**src/rtl/core/tmi_pkg.sv**
```systemverilog
// package for the tape machine interpreter: widths, depths, opcodes, command bundles
// used by the datapath, controller, top level and testbench
package tmi_pkg;
  localparam int PROG_DEPTH  = 4096;
  localparam int TAPE_DEPTH  = 1024 * 8;
  localparam int INPUT_DEPTH = 256;
  localparam int PA_W = $clog2(PROG_DEPTH);
  localparam int TA_W = $clog2(TAPE_DEPTH);
  localparam int IA_W = $clog2(INPUT_DEPTH);
  localparam int PL_W = PA_W + 1;
  localparam int IL_W = IA_W + 1;

  localparam logic [1:0] FUNC_PROG = 2'd0;
  localparam logic [1:0] FUNC_INP  = 2'd1;
  localparam logic [1:0] FUNC_EXEC = 2'd2;
  localparam logic [1:0] FUNC_NONE = 2'd3;

  localparam logic [7:0] CH_RIGHT = 8'h3E;
  localparam logic [7:0] CH_LEFT  = 8'h3C;
  localparam logic [7:0] CH_PLUS  = 8'h2B;
  localparam logic [7:0] CH_MINUS = 8'h2D;
  localparam logic [7:0] CH_DOT   = 8'h2E;
  localparam logic [7:0] CH_COMMA = 8'h2C;
  localparam logic [7:0] CH_OPEN  = 8'h5B;
  localparam logic [7:0] CH_CLOSE = 8'h5D;
  localparam logic [7:0] CH_LBRACE = 8'h7B;
  localparam logic [7:0] CH_RBRACE = 8'h7D;
  localparam logic [7:0] CH_QUOTE  = 8'h22;

  // commands from controller to datapath
  typedef struct packed {
    logic prog_wr;     // append program byte
    logic inp_wr;      // append input byte
    logic prog_rd_scan;// read program at scan pointer
    logic prog_rd_next;// read program at pc+1 (lookahead)
    logic pc_inc;
    logic exec_cmd;    // apply command held in datapath
    logic comment_la;  // resolve '{' with lookahead byte
    logic scan_start;
    logic scan_step;   // consume scanned byte
    logic clr_step;
  } tmi_cmd_t;

  typedef struct packed {
    logic pc_at_end;
    logic next_at_end;  // pc+1 at or past length
    logic is_lbrace;
    logic is_jump;      // bracket whose jump is taken
    logic scan_empty;   // nothing to scan for the pending jump
    logic scan_done;
    logic clr_done;
  } tmi_sts_t;
endpackage

```
**src/rtl/core/tmi_ctrl.sv**
```systemverilog
// controller state machine: sequences loads, execution, jumps and tape clear
// depends on tmi_pkg
module tmi_ctrl (
  input  logic              clk,
  input  logic              rst,
  input  logic              in_valid,
  output logic              in_ready,
  input  logic [1:0]        func,
  output logic              out_load,
  input  logic              out_full,
  output tmi_pkg::tmi_cmd_t cmd,
  input  tmi_pkg::tmi_sts_t sts
);
  import tmi_pkg::*;

  typedef enum logic [6:0] {
    S_CLR   = 7'b0000001,
    S_IDLE  = 7'b0000010,
    S_EXEC  = 7'b0000100,
    S_LA    = 7'b0001000,
    S_SREQ  = 7'b0010000,
    S_SCAN  = 7'b0100000,
    S_FIN   = 7'b1000000
  } state_t;

  state_t state, state_next;
  tmi_cmd_t base;
  logic scan_ph;

  always_comb begin
    base = '0;
    in_ready = 1'b0;
    out_load = 1'b0;
    state_next = state;
    unique case (state)
      S_CLR: begin
        base.clr_step = 1'b1;
        if (sts.clr_done) state_next = S_IDLE;
      end
      S_IDLE: begin
        in_ready = !out_full;
        if (in_valid && !out_full) begin
          if (func == FUNC_PROG) base.prog_wr = 1'b1;
          else if (func == FUNC_INP) base.inp_wr = 1'b1;
          else if (func == FUNC_EXEC) begin
            if (sts.pc_at_end) out_load = 1'b1;
            else state_next = S_EXEC;
          end
        end
      end
      S_EXEC: begin
        base.exec_cmd = 1'b1;
        base.pc_inc = 1'b1;
        base.prog_rd_next = 1'b1;
        if (sts.is_lbrace && !sts.next_at_end) state_next = S_LA;
        else if (sts.is_jump) state_next = S_SREQ;
        else state_next = S_FIN;
      end
      S_LA: begin
        base.comment_la = 1'b1;
        state_next = S_FIN;
      end
      S_SREQ: begin
        base.scan_start = 1'b1;
        state_next = sts.scan_empty ? S_FIN : S_SCAN;
      end
      S_SCAN: begin
        base.prog_rd_scan = 1'b1;
        state_next = S_SCAN;
      end
      S_FIN: begin
        out_load = 1'b1;
        state_next = S_IDLE;
      end
      default: state_next = S_IDLE;
    endcase
  end

  // scan: one read issued, data arrives next cycle; alternate read and step
  always_comb begin
    cmd = base;
    if (state == S_SCAN) cmd.scan_step = scan_ph;
  end

  always_ff @(posedge clk) begin
    if (rst) begin
      state   <= S_CLR;
      scan_ph <= 1'b0;
    end else begin
      if (state == S_SCAN) begin
        scan_ph <= !scan_ph;
        if (scan_ph && sts.scan_done) state <= S_FIN;
      end else begin
        scan_ph <= 1'b0;
        state <= state_next;
      end
    end
  end
endmodule

```
**config.mk**
```make
export PLATFORM = sky130hd
export DESIGN_NAME = tmi_ctrl
export DESIGN_NICKNAME = d
export VERILOG_FILES = /design/src/rtl/core/tmi_pkg.sv /design/src/rtl/core/tmi_ctrl.sv
export SDC_FILE = /design/constraint.sdc
export NUM_CORES = 1
export LEC_CHECK = 0
export ABC_AREA = 0
export BUFFER_PORTS_ARGS = -buffer_cell sky130_fd_sc_hd__buf_4
export CAP_MARGIN = 20
export CELL_PAD_IN_SITES_DETAIL_PLACEMENT = 1
export CELL_PAD_IN_SITES_GLOBAL_PLACEMENT = 1
export CORE_MARGIN = 5
export CORE_UTILIZATION = 29
export DETAILED_ROUTE_END_ITERATION = 16
export PLACE_DENSITY_LB_ADDON = 0.1
export SLEW_MARGIN = 20
export SYNTH_ARGS = -nofsm -noshare
export SYNTH_HDL_FRONTEND = slang
export SYNTH_SLANG_ARGS = --single-unit
```
**constraint.sdc**
```tcl
create_clock -name clk -period 1.8 [get_ports clk]
set_input_delay 0.09 -clock clk [delete_from_list [all_inputs] [get_ports clk]]
set_output_delay 0.09 -clock clk [all_outputs]
set_load 0.1 [all_outputs]
```
==> After elaboration in Yosys (flattened, before gate mapping) <==
Index checks and enable logic that the tools add are counted.
{ "op_classes": {"bitwise": 1, "n_eq_ne": 16, "n_mux": 30, "n_reduce_logical": 9} }
{ "op_table": {"columns": ["op", "n"], "rows": [
  ["$mux W7", 11],
  ["$pmux W7 S5", 1],
  ["$ne A3 B3 Y1 const B", 6],
  ["$mux W1", 14],
  ["$eq A7 B1 Y1 const B", 1],
  ["$eq A7 B2 Y1 const B", 1],
  ["$eq A7 B3 Y1 const B", 1],
  ["$eq A7 B4 Y1 const B", 1],
  ["$eq A7 B5 Y1 const B", 1],
  ["$eq A7 B6 Y1 const B", 1],
  ["$eq A7 B7 Y1 const B", 1],
  ["$reduce_and A7 Y1", 1],
  ["$mux W2", 2],
  ["$logic_and A1 B1 Y1", 3],
  ["$logic_not A1 Y1", 3],
  ["$mux W3", 1],
  ["$eq A2 B1 Y1 const B", 1],
  ["$eq A2 B2 Y1 const B", 1],
  ["$logic_not A2 Y1", 1],
  ["$ne A2 B1 Y1 const B", 1],
  ["$pmux W1 S2", 1],
  ["$reduce_or A2 Y1", 1],
  ["$not A1 Y1", 1]
]} }
{ "totals": {"output_inout_bits": 12, "regBits": 8, "elab_cells": 58, "inputBits": 13} }

==> Longest topological paths before layout <==
Gate-level depths: netlist (run 1).
{ "logic_depth": {"depth_word": 7, "depth_mapped": 4, "depth_no_buf": 4} }

==> Least setup slack after synthesis (run 1) <==
OpenSTA, ideal clock, no wires.
{ "synth_timing": {"kind": "flip-flop to output port", "start": "register state[4]", "end": "output port cmd[9] in the netlist's numbering", "t_arrival_ns": 3.744, "t_required_ns": 1.710, "setup_slack_ns": -2.034, "path_buffers": 0, "path_stages_with_launch": 4, "cell_sequence": "dfxtp_1 > nor4_4 > nand3_1 > nor4_1"} }
{ "synth_lines": {"columns": ["item", "line", "rtl"], "rows": [
  ["from (decl)", "tmi_ctrl.sv:26", "state_t state, state_next;"],
  ["from (signal assigned)", "tmi_ctrl.sv:95", "state <= state_next;"],
  ["to (decl)", "tmi_ctrl.sv:11", "output tmi_pkg::tmi_cmd_t cmd,"]
]} }

==> results of run 1 <==
## state kept, by name, indices dropped and copies added (netlist names)
name / flops
state: 7
scan_ph: 1
## through the flow
step / setup WS [ns] / power (uW) / std cells
2_1_floorplan: -0.286 / 293 / 61
4_1_cts: 0.00620 / 477 / 112
3_3_place_gp: 0.280 / 340 / 109
3_5_place_dp: 0.235 / 341 / 109
6_report: 0.0777 / 476 / 113
5_1_grt: -0.0377 / 498 / 113
## area by class of cell
type,count,area [um2],share of cell area
Inverter,3,15.0,0.0178
Timing Repair Buffer,26,203,0.240
Multi-Input combinational cell,48,409,0.485
Tap cell,25,31.3,0.0371
Clock buffer,3,22.5,0.0267
Sequential cell,8,163,0.193
## power breakdown
| part | leakage (uW) | internal [uW] | total, uW | switching [uW] |
|---|---|---|---|---|
| Clock | 0.0000138 | 76.1 | 135 | 58.5 |
| Combinational | 0.000287 | 56.5 | 145 | 88.2 |
| Sequential | 0.0000663 | 183 | 196 | 13.1 |
## cells by family (layout without fill, tap and decap cells)
group | after synthesis | in the layout | share of synthesized area
buffers and inverters | 5 | 32 | 0.0478
AND/OR/NAND/NOR | 37 | 37 | 0.510
AO/OA/AOI/OAI | 11 | 11 | 0.150
flip-flops | 8 | 8 | 0.292
## path summary, 6_finish.rpt
| path | to |
|---|---|
| worst max-delay path | cmd[8] |
| worst min-delay path | state[5] |
| worst max register to register | state[6] |
| worst min register to register | scan_ph |
## worst register-to-register path: cells and delay by family, from the launching register on
kind / cells / cell delay [ns]
flip-flops: 1 / 0.41
AND/OR/NAND/NOR: 3 / 0.85
AO/OA/AOI/OAI: 1 / 0.14
## cells in the final DEF, fill, tap and decap left out, drive strengths merged, types with 2 or more instances in the layout
cell type	synthesis	routed
clkbuf	0	3
nor4	2	2
and3	4	4
dfxtp	8	8
nor3	2	2
nand3b	2	2
inv	3	2
a31oi	2	2
nand3	2	2
nand2	3	3
nor2	5	5
nand2b	3	3
nor2b	5	5
nor3b	3	3
buf	2	26
a21oi	2	2
nor4b	2	2
## per-layer routing
layer,GRT usage,up-vias,share of wire
li1,-,283,-
met1,0.140,280,0.42
met2,0.216,24,0.50
met3,0.0254,4,0.064
met4,0.0511,0,0.014
met5,0,-,0
## timing repair
action	4_1_cts	5_1_grt
buffers inserted	0	1
resized for setup	1	3
endpoints found under the setup margin	1	2
pin swaps	0	2
endpoints found under the hold margin	0	0
==> metrics.cfg, run 1 <==
[critical_path]
worstReg2RegStart = state[1]
r2r_setup_slack_ns = 0.33
setup.worst_path.start_class = register
path_max_fanout = 4
cp_top_family = simple AND/OR/NAND/NOR gates
crit_type = register to primary output
worstPathCellList = nor4_4 > nand3_4 > nor4b_4 > buf_6
path_buf_inv = 1
cp.arrival_ns = 1.63
crit_path_max_incr_delay_ns = 0.34
cp_num_cells = 4
cpMaxStageDelayCell = dfxtp_2
cp-startpoint = state[5]
critPathCaptureType = primary output
crit_required_ns = 1.71
r2r_cells = 4

[timing]
worst_pin_slew_ns = 0.412
final_hold_viol_count = 0
setup_viol = 0
hold_slack_ns = 0.0566
min_period_ns = 1.72
slew_violations = 0
fmax_mhz = 581
rsz0062_at_grt = yes
finalClockSkew_ns = 0.000520
fin_crit_sh = 0.957
worst_slew_margin_rel = 0.725
fin_tns_setup_ns = 0

[global_route]
grt_pass1_vias = 605
antenna_found_initial = 0
grtUsageTotal = 0.122
grt_max_degree = 9
grt_first_pass_wirelength_um = 2570
overflow = 0

[synth]
ys_seq_area_frac = 0.292
syn-cell-area_um2 = 549
syn_avg_cell_area_um2 = 9.00
synth.net_count = 74
yosysTopAreaCell = dfxtp_1
netlist_top_cells_count = 8 x dfxtp_1, 5 x nor2_1, 4 x and3_2, 4 x nor2b_1
async_reset_ff_frac = 0
ys_types = 34
synth_edf_count = 0
ys.flop_type = dfxtp_1
yosys_warnings = 0
synth_area_leaders = dfxtp_1 29%, and3_2 5.5%, nor2b_1 4.6%, nor3b_1 4.1%, nor4_4 3.9%
synth_top_area_frac = 0.292
yosysMostFrequentCell = dfxtp_1
ys_seq_elements = 8
synth_cells = 61

[clocking]
cts-buffers-inserted = 3
clk_pin_slew_worst_paths_ns = 0.05
cts_buffer_depth = 2
holdBufCountCts = 0
cts_tree = done
clkLatencyLatePin_ns = 0.25
clkSinkCount = 8
root_buffer = clkbuf_4
htreeDepth = 1

[routing]
viasPerCell = 5.23
wire_per_inst_um = 13.4
first_pass_iters = 4
vias = 591
routed_wl_um = 1520
drc_errors = 0
drt_iter0_markers = 12
antenna_left = 0

[placed_design]
portBuffers = 24
dpl.hpwl_um = 1270
routabilityCongestion = 0.714
placed_area_um2 = 797

[floorplanning]
io-pin-count = 25
rows = 15
die_h_um = 53.5
coreArea_um2 = 1760
fp.dieW_um = 53.5
dieArea_um2 = 2860
initial_core_util = 0.311

[power]
power.density_nw_per_um2 = 564
vdd_drop_max_uv = 286
power.leakage_uw = 0.000367

[final_layout]
nets = 103
finalCoreUtilization = 0.478
fillers = 227
syn2layout_area_growth_pct = 53.5
antenna_cells = 0
stdcell_area_um2 = 843
drive_above_1_share = 0.545

[hold_path]
hold_class = input port to register
hold_depth = 2
holdCritStartpoint = rst

[run_status]
outcome = finished clean

[flow_run]
maxCapViolations = 0

Note: power is estimated with default switching activity, not from simulation.
==> inputs of run 2 (changes only) <==
--- a/config.mk
+++ b/config.mk
@@ -6,13 +6,13 @@
 export NUM_CORES = 1
 export LEC_CHECK = 0
 export ABC_AREA = 0
-export BUFFER_PORTS_ARGS = -buffer_cell sky130_fd_sc_hd__buf_4
 export CAP_MARGIN = 20
 export CELL_PAD_IN_SITES_DETAIL_PLACEMENT = 1
 export CELL_PAD_IN_SITES_GLOBAL_PLACEMENT = 1
 export CORE_MARGIN = 5
 export CORE_UTILIZATION = 29
 export DETAILED_ROUTE_END_ITERATION = 16
+export DONT_BUFFER_PORTS = 1
 export PLACE_DENSITY_LB_ADDON = 0.1
 export SLEW_MARGIN = 20
 export SYNTH_ARGS = -nofsm -noshare
==> run 2 against run 1 <==
Against the previous run: flip-flop and latch count unchanged; hold slack worse by 0.037 ns; global-route usage down 0.065 points; sequential share of layout area up 1.1 points; die area unchanged; combinational power down 12%; via count down 12%; clock power up 5%; non-clock buffer count down 13; cell count down 12%; utilization down 3.0 points; total power down 2.3%; highest routed layer unchanged.
==> metrics.cfg, run 2 (synthesis gave the netlist of run 1 again) <==
[run_status]
outcome = finished clean  ; unchanged

[placed_design]
routabilityCongestion = 0.706  ; was 0.714
portBuffers = 0  ; was 24
dpl.hpwl_um = 1200  ; was 1270 um
placed_area_um2 = 741  ; was 797 um2

[routing]
viasPerCell = 5.21  ; was 5.23
first_pass_iters = 4  ; unchanged
drc_errors = 0  ; unchanged
vias = 521  ; was 591
antenna_left = 0  ; unchanged
drt_iter0_markers = 4  ; was 12
routed_wl_um = 1460  ; was 1520 um
wire_per_inst_um = 14.6  ; was 13.4 um

[clocking]
root_buffer = clkbuf_4  ; unchanged
cts_buffer_depth = 2  ; unchanged
cts_tree = done  ; unchanged
htreeDepth = 1  ; unchanged
clk_pin_slew_worst_paths_ns = 0.06  ; was 0.05 ns
cts-buffers-inserted = 3  ; unchanged
clkLatencyLatePin_ns = 0.26  ; was 0.25 ns
clkSinkCount = 8  ; unchanged
cts_resized = 0  ; was 1

[hold_path]
hold_class = input port to register  ; unchanged

[final_layout]
layout_common_cells = 7 x buf_4, 7 x dfxtp_1  ; was 24 x buf_4, 6 x dfxtp_1, 4 x nor2_1, 4 x nor2b_1, 4 x and3_2
syn2layout_area_growth_pct = 44.0  ; was 53.5%
stdcell_area_um2 = 791  ; was 843 um2
nets = 90  ; was 103
largest_reg_flops = 7  ; unchanged
antenna_cells = 0  ; unchanged
largestRegisters = state: 7 flops, scan_ph: 1 flops  ; unchanged
multi_input_area_um2 = 408  ; was 409 um2
regMostFlops = state  ; unchanged
drive_above_1_share = 0.427  ; was 0.545
fillers = 217  ; was 227
area.sequential_um2 = 161  ; was 163 um2

[timing]
finalClockSkew_ns = 0.00153  ; was 0.000520 ns
slew_violations = 0  ; unchanged
worst_pin_slew_ns = 0.391  ; was 0.412 ns
fin_crit_sh = 0.971  ; was 0.957
final_hold_viol_count = 0  ; unchanged
fin_tns_setup_ns = 0  ; unchanged
fmax_mhz = 572  ; was 581 MHz
min_period_ns = 1.75  ; was 1.72 ns
setup_viol = 0  ; unchanged
worst_slew_margin_rel = 0.736  ; was 0.725
rsz0062_at_grt = yes  ; unchanged

[global_route]
grt_first_pass_wirelength_um = 2510  ; was 2570 um
grtUsageMet2 = 0.198  ; was 0.216
busiest_layer = met2  ; unchanged
antenna_found_initial = 0  ; unchanged
grt_max_degree = 9  ; unchanged
grtUsageTotal = 0.122  ; about the same
grt_pass1_vias = 561  ; was 605
met1_usage = 0.147  ; was 0.140
met3_usage = 0.0282  ; was 0.0254
overflow = 0  ; unchanged

[critical_path]
critPathCaptureType = primary output  ; unchanged
cp_top_family = simple AND/OR/NAND/NOR gates  ; unchanged
path_buf_inv = 1  ; unchanged
setup.worst_path.start_class = register  ; unchanged
cpMaxStageDelayCell = nor4b_4  ; was dfxtp_2
crit_type = register to primary output  ; unchanged
crit_path_max_incr_delay_ns = 0.35  ; was 0.34 ns
cp.arrival_ns = 1.66  ; was 1.63 ns
worstPathCellList = nor4_4 > nand3_2 > nor4b_4 > buf_12  ; was nor4_4 > nand3_4 > nor4b_4 > buf_6
path_max_fanout = 4  ; unchanged
crit_required_ns = 1.71  ; about the same

[power]
vdd_drop_max_uv = 367  ; was 286 uV
power.density_nw_per_um2 = 588  ; was 564 nW/um2
power.leakage_uw = 0.000311  ; was 0.000367 uW

[floorplanning]
die_h_um = 53.5  ; unchanged
io-pin-count = 25  ; unchanged
initial_core_util = 0.311  ; unchanged
dieArea_um2 = 2860  ; unchanged
fp.dieW_um = 53.5  ; unchanged
rows = 15  ; unchanged
coreArea_um2 = 1760  ; unchanged

[flow_run]
maxCapViolations = 0  ; unchanged

==> run 2: cell types whose count changed in the layout (fill, tap and decap cells not counted), sizes merged <==
cell         before  now
dlygate4sd3       0    2
buf              26   11
==> run 2: area by class of cell <==
type / count / share of cell area
timing repair buffer: 13 / 0.193
multi-input combinational: 48 / 0.516
tap: 25 / 0.0396
clock buffer: 3 / 0.0285
inverter: 3 / 0.0190
sequential: 8 / 0.204
==> run 2: where the power goes <==
| group | internal [uW] | total [uW] | switching (uW) | leakage [uW] |
|---|---|---|---|---|
| registers | 183 | 196 | 13.1 | 0.0000657 |
| clock network | 76.6 | 142 | 65.3 | 0.0000138 |
| logic | 46.3 | 127 | 80.7 | 0.000231 |
| total | 306 | 465 | 159 | 0.000311 |
==> run 2: worst paths after layout <==
check            from  endpoint  slack, ns  cells after the start
max          state[4]    cmd[8]       0.05                      4
min            sts[2]  state[5]       0.02                      2
max reg2reg  state[0]  state[6]       0.35                      4
min reg2reg   scan_ph   scan_ph       0.45                      1
==> run 2: timing repair <==
| action | in CTS | in global routing |
|---|---|---|
| hold buffers | 2 | 0 |
| pin swaps | 0 | 1 |
| buffers inserted | 1 | 0 |
| hold endpoints to repair | 5 | 0 |
| endpoints found under the setup margin | 1 | 1 |
==> run 2: per-stage QoR <==
stage	worst slack [ns]	power, uW	cells	utilization	hold WS (ns)
after floorplan	-0.286	293	61	-	0.159
after global placement	0.324	320	94	0.420	0.167
after detailed placement	0.279	321	94	0.420	0.163
after CTS	0.0181	472	100	0.448	0.0117
after global routing	-0.0276	496	100	0.448	0.0246
final	0.0523	465	100	0.448	0.0194
==> run 2: metal layers <==
metal / share of wire / up-vias
met2: 0.47 / 19
met3: 0.083 / 4
li1: - / 255
met5: 0 / -
met4: 0.017 / 0
met1: 0.43 / 243
==> run 2: worst reg2reg max path, delay by kind of cell, from the launching register on <==
kind            cells  cell delay, ns
compound gates      1            0.14
flops               1            0.38
simple gates        3            0.87
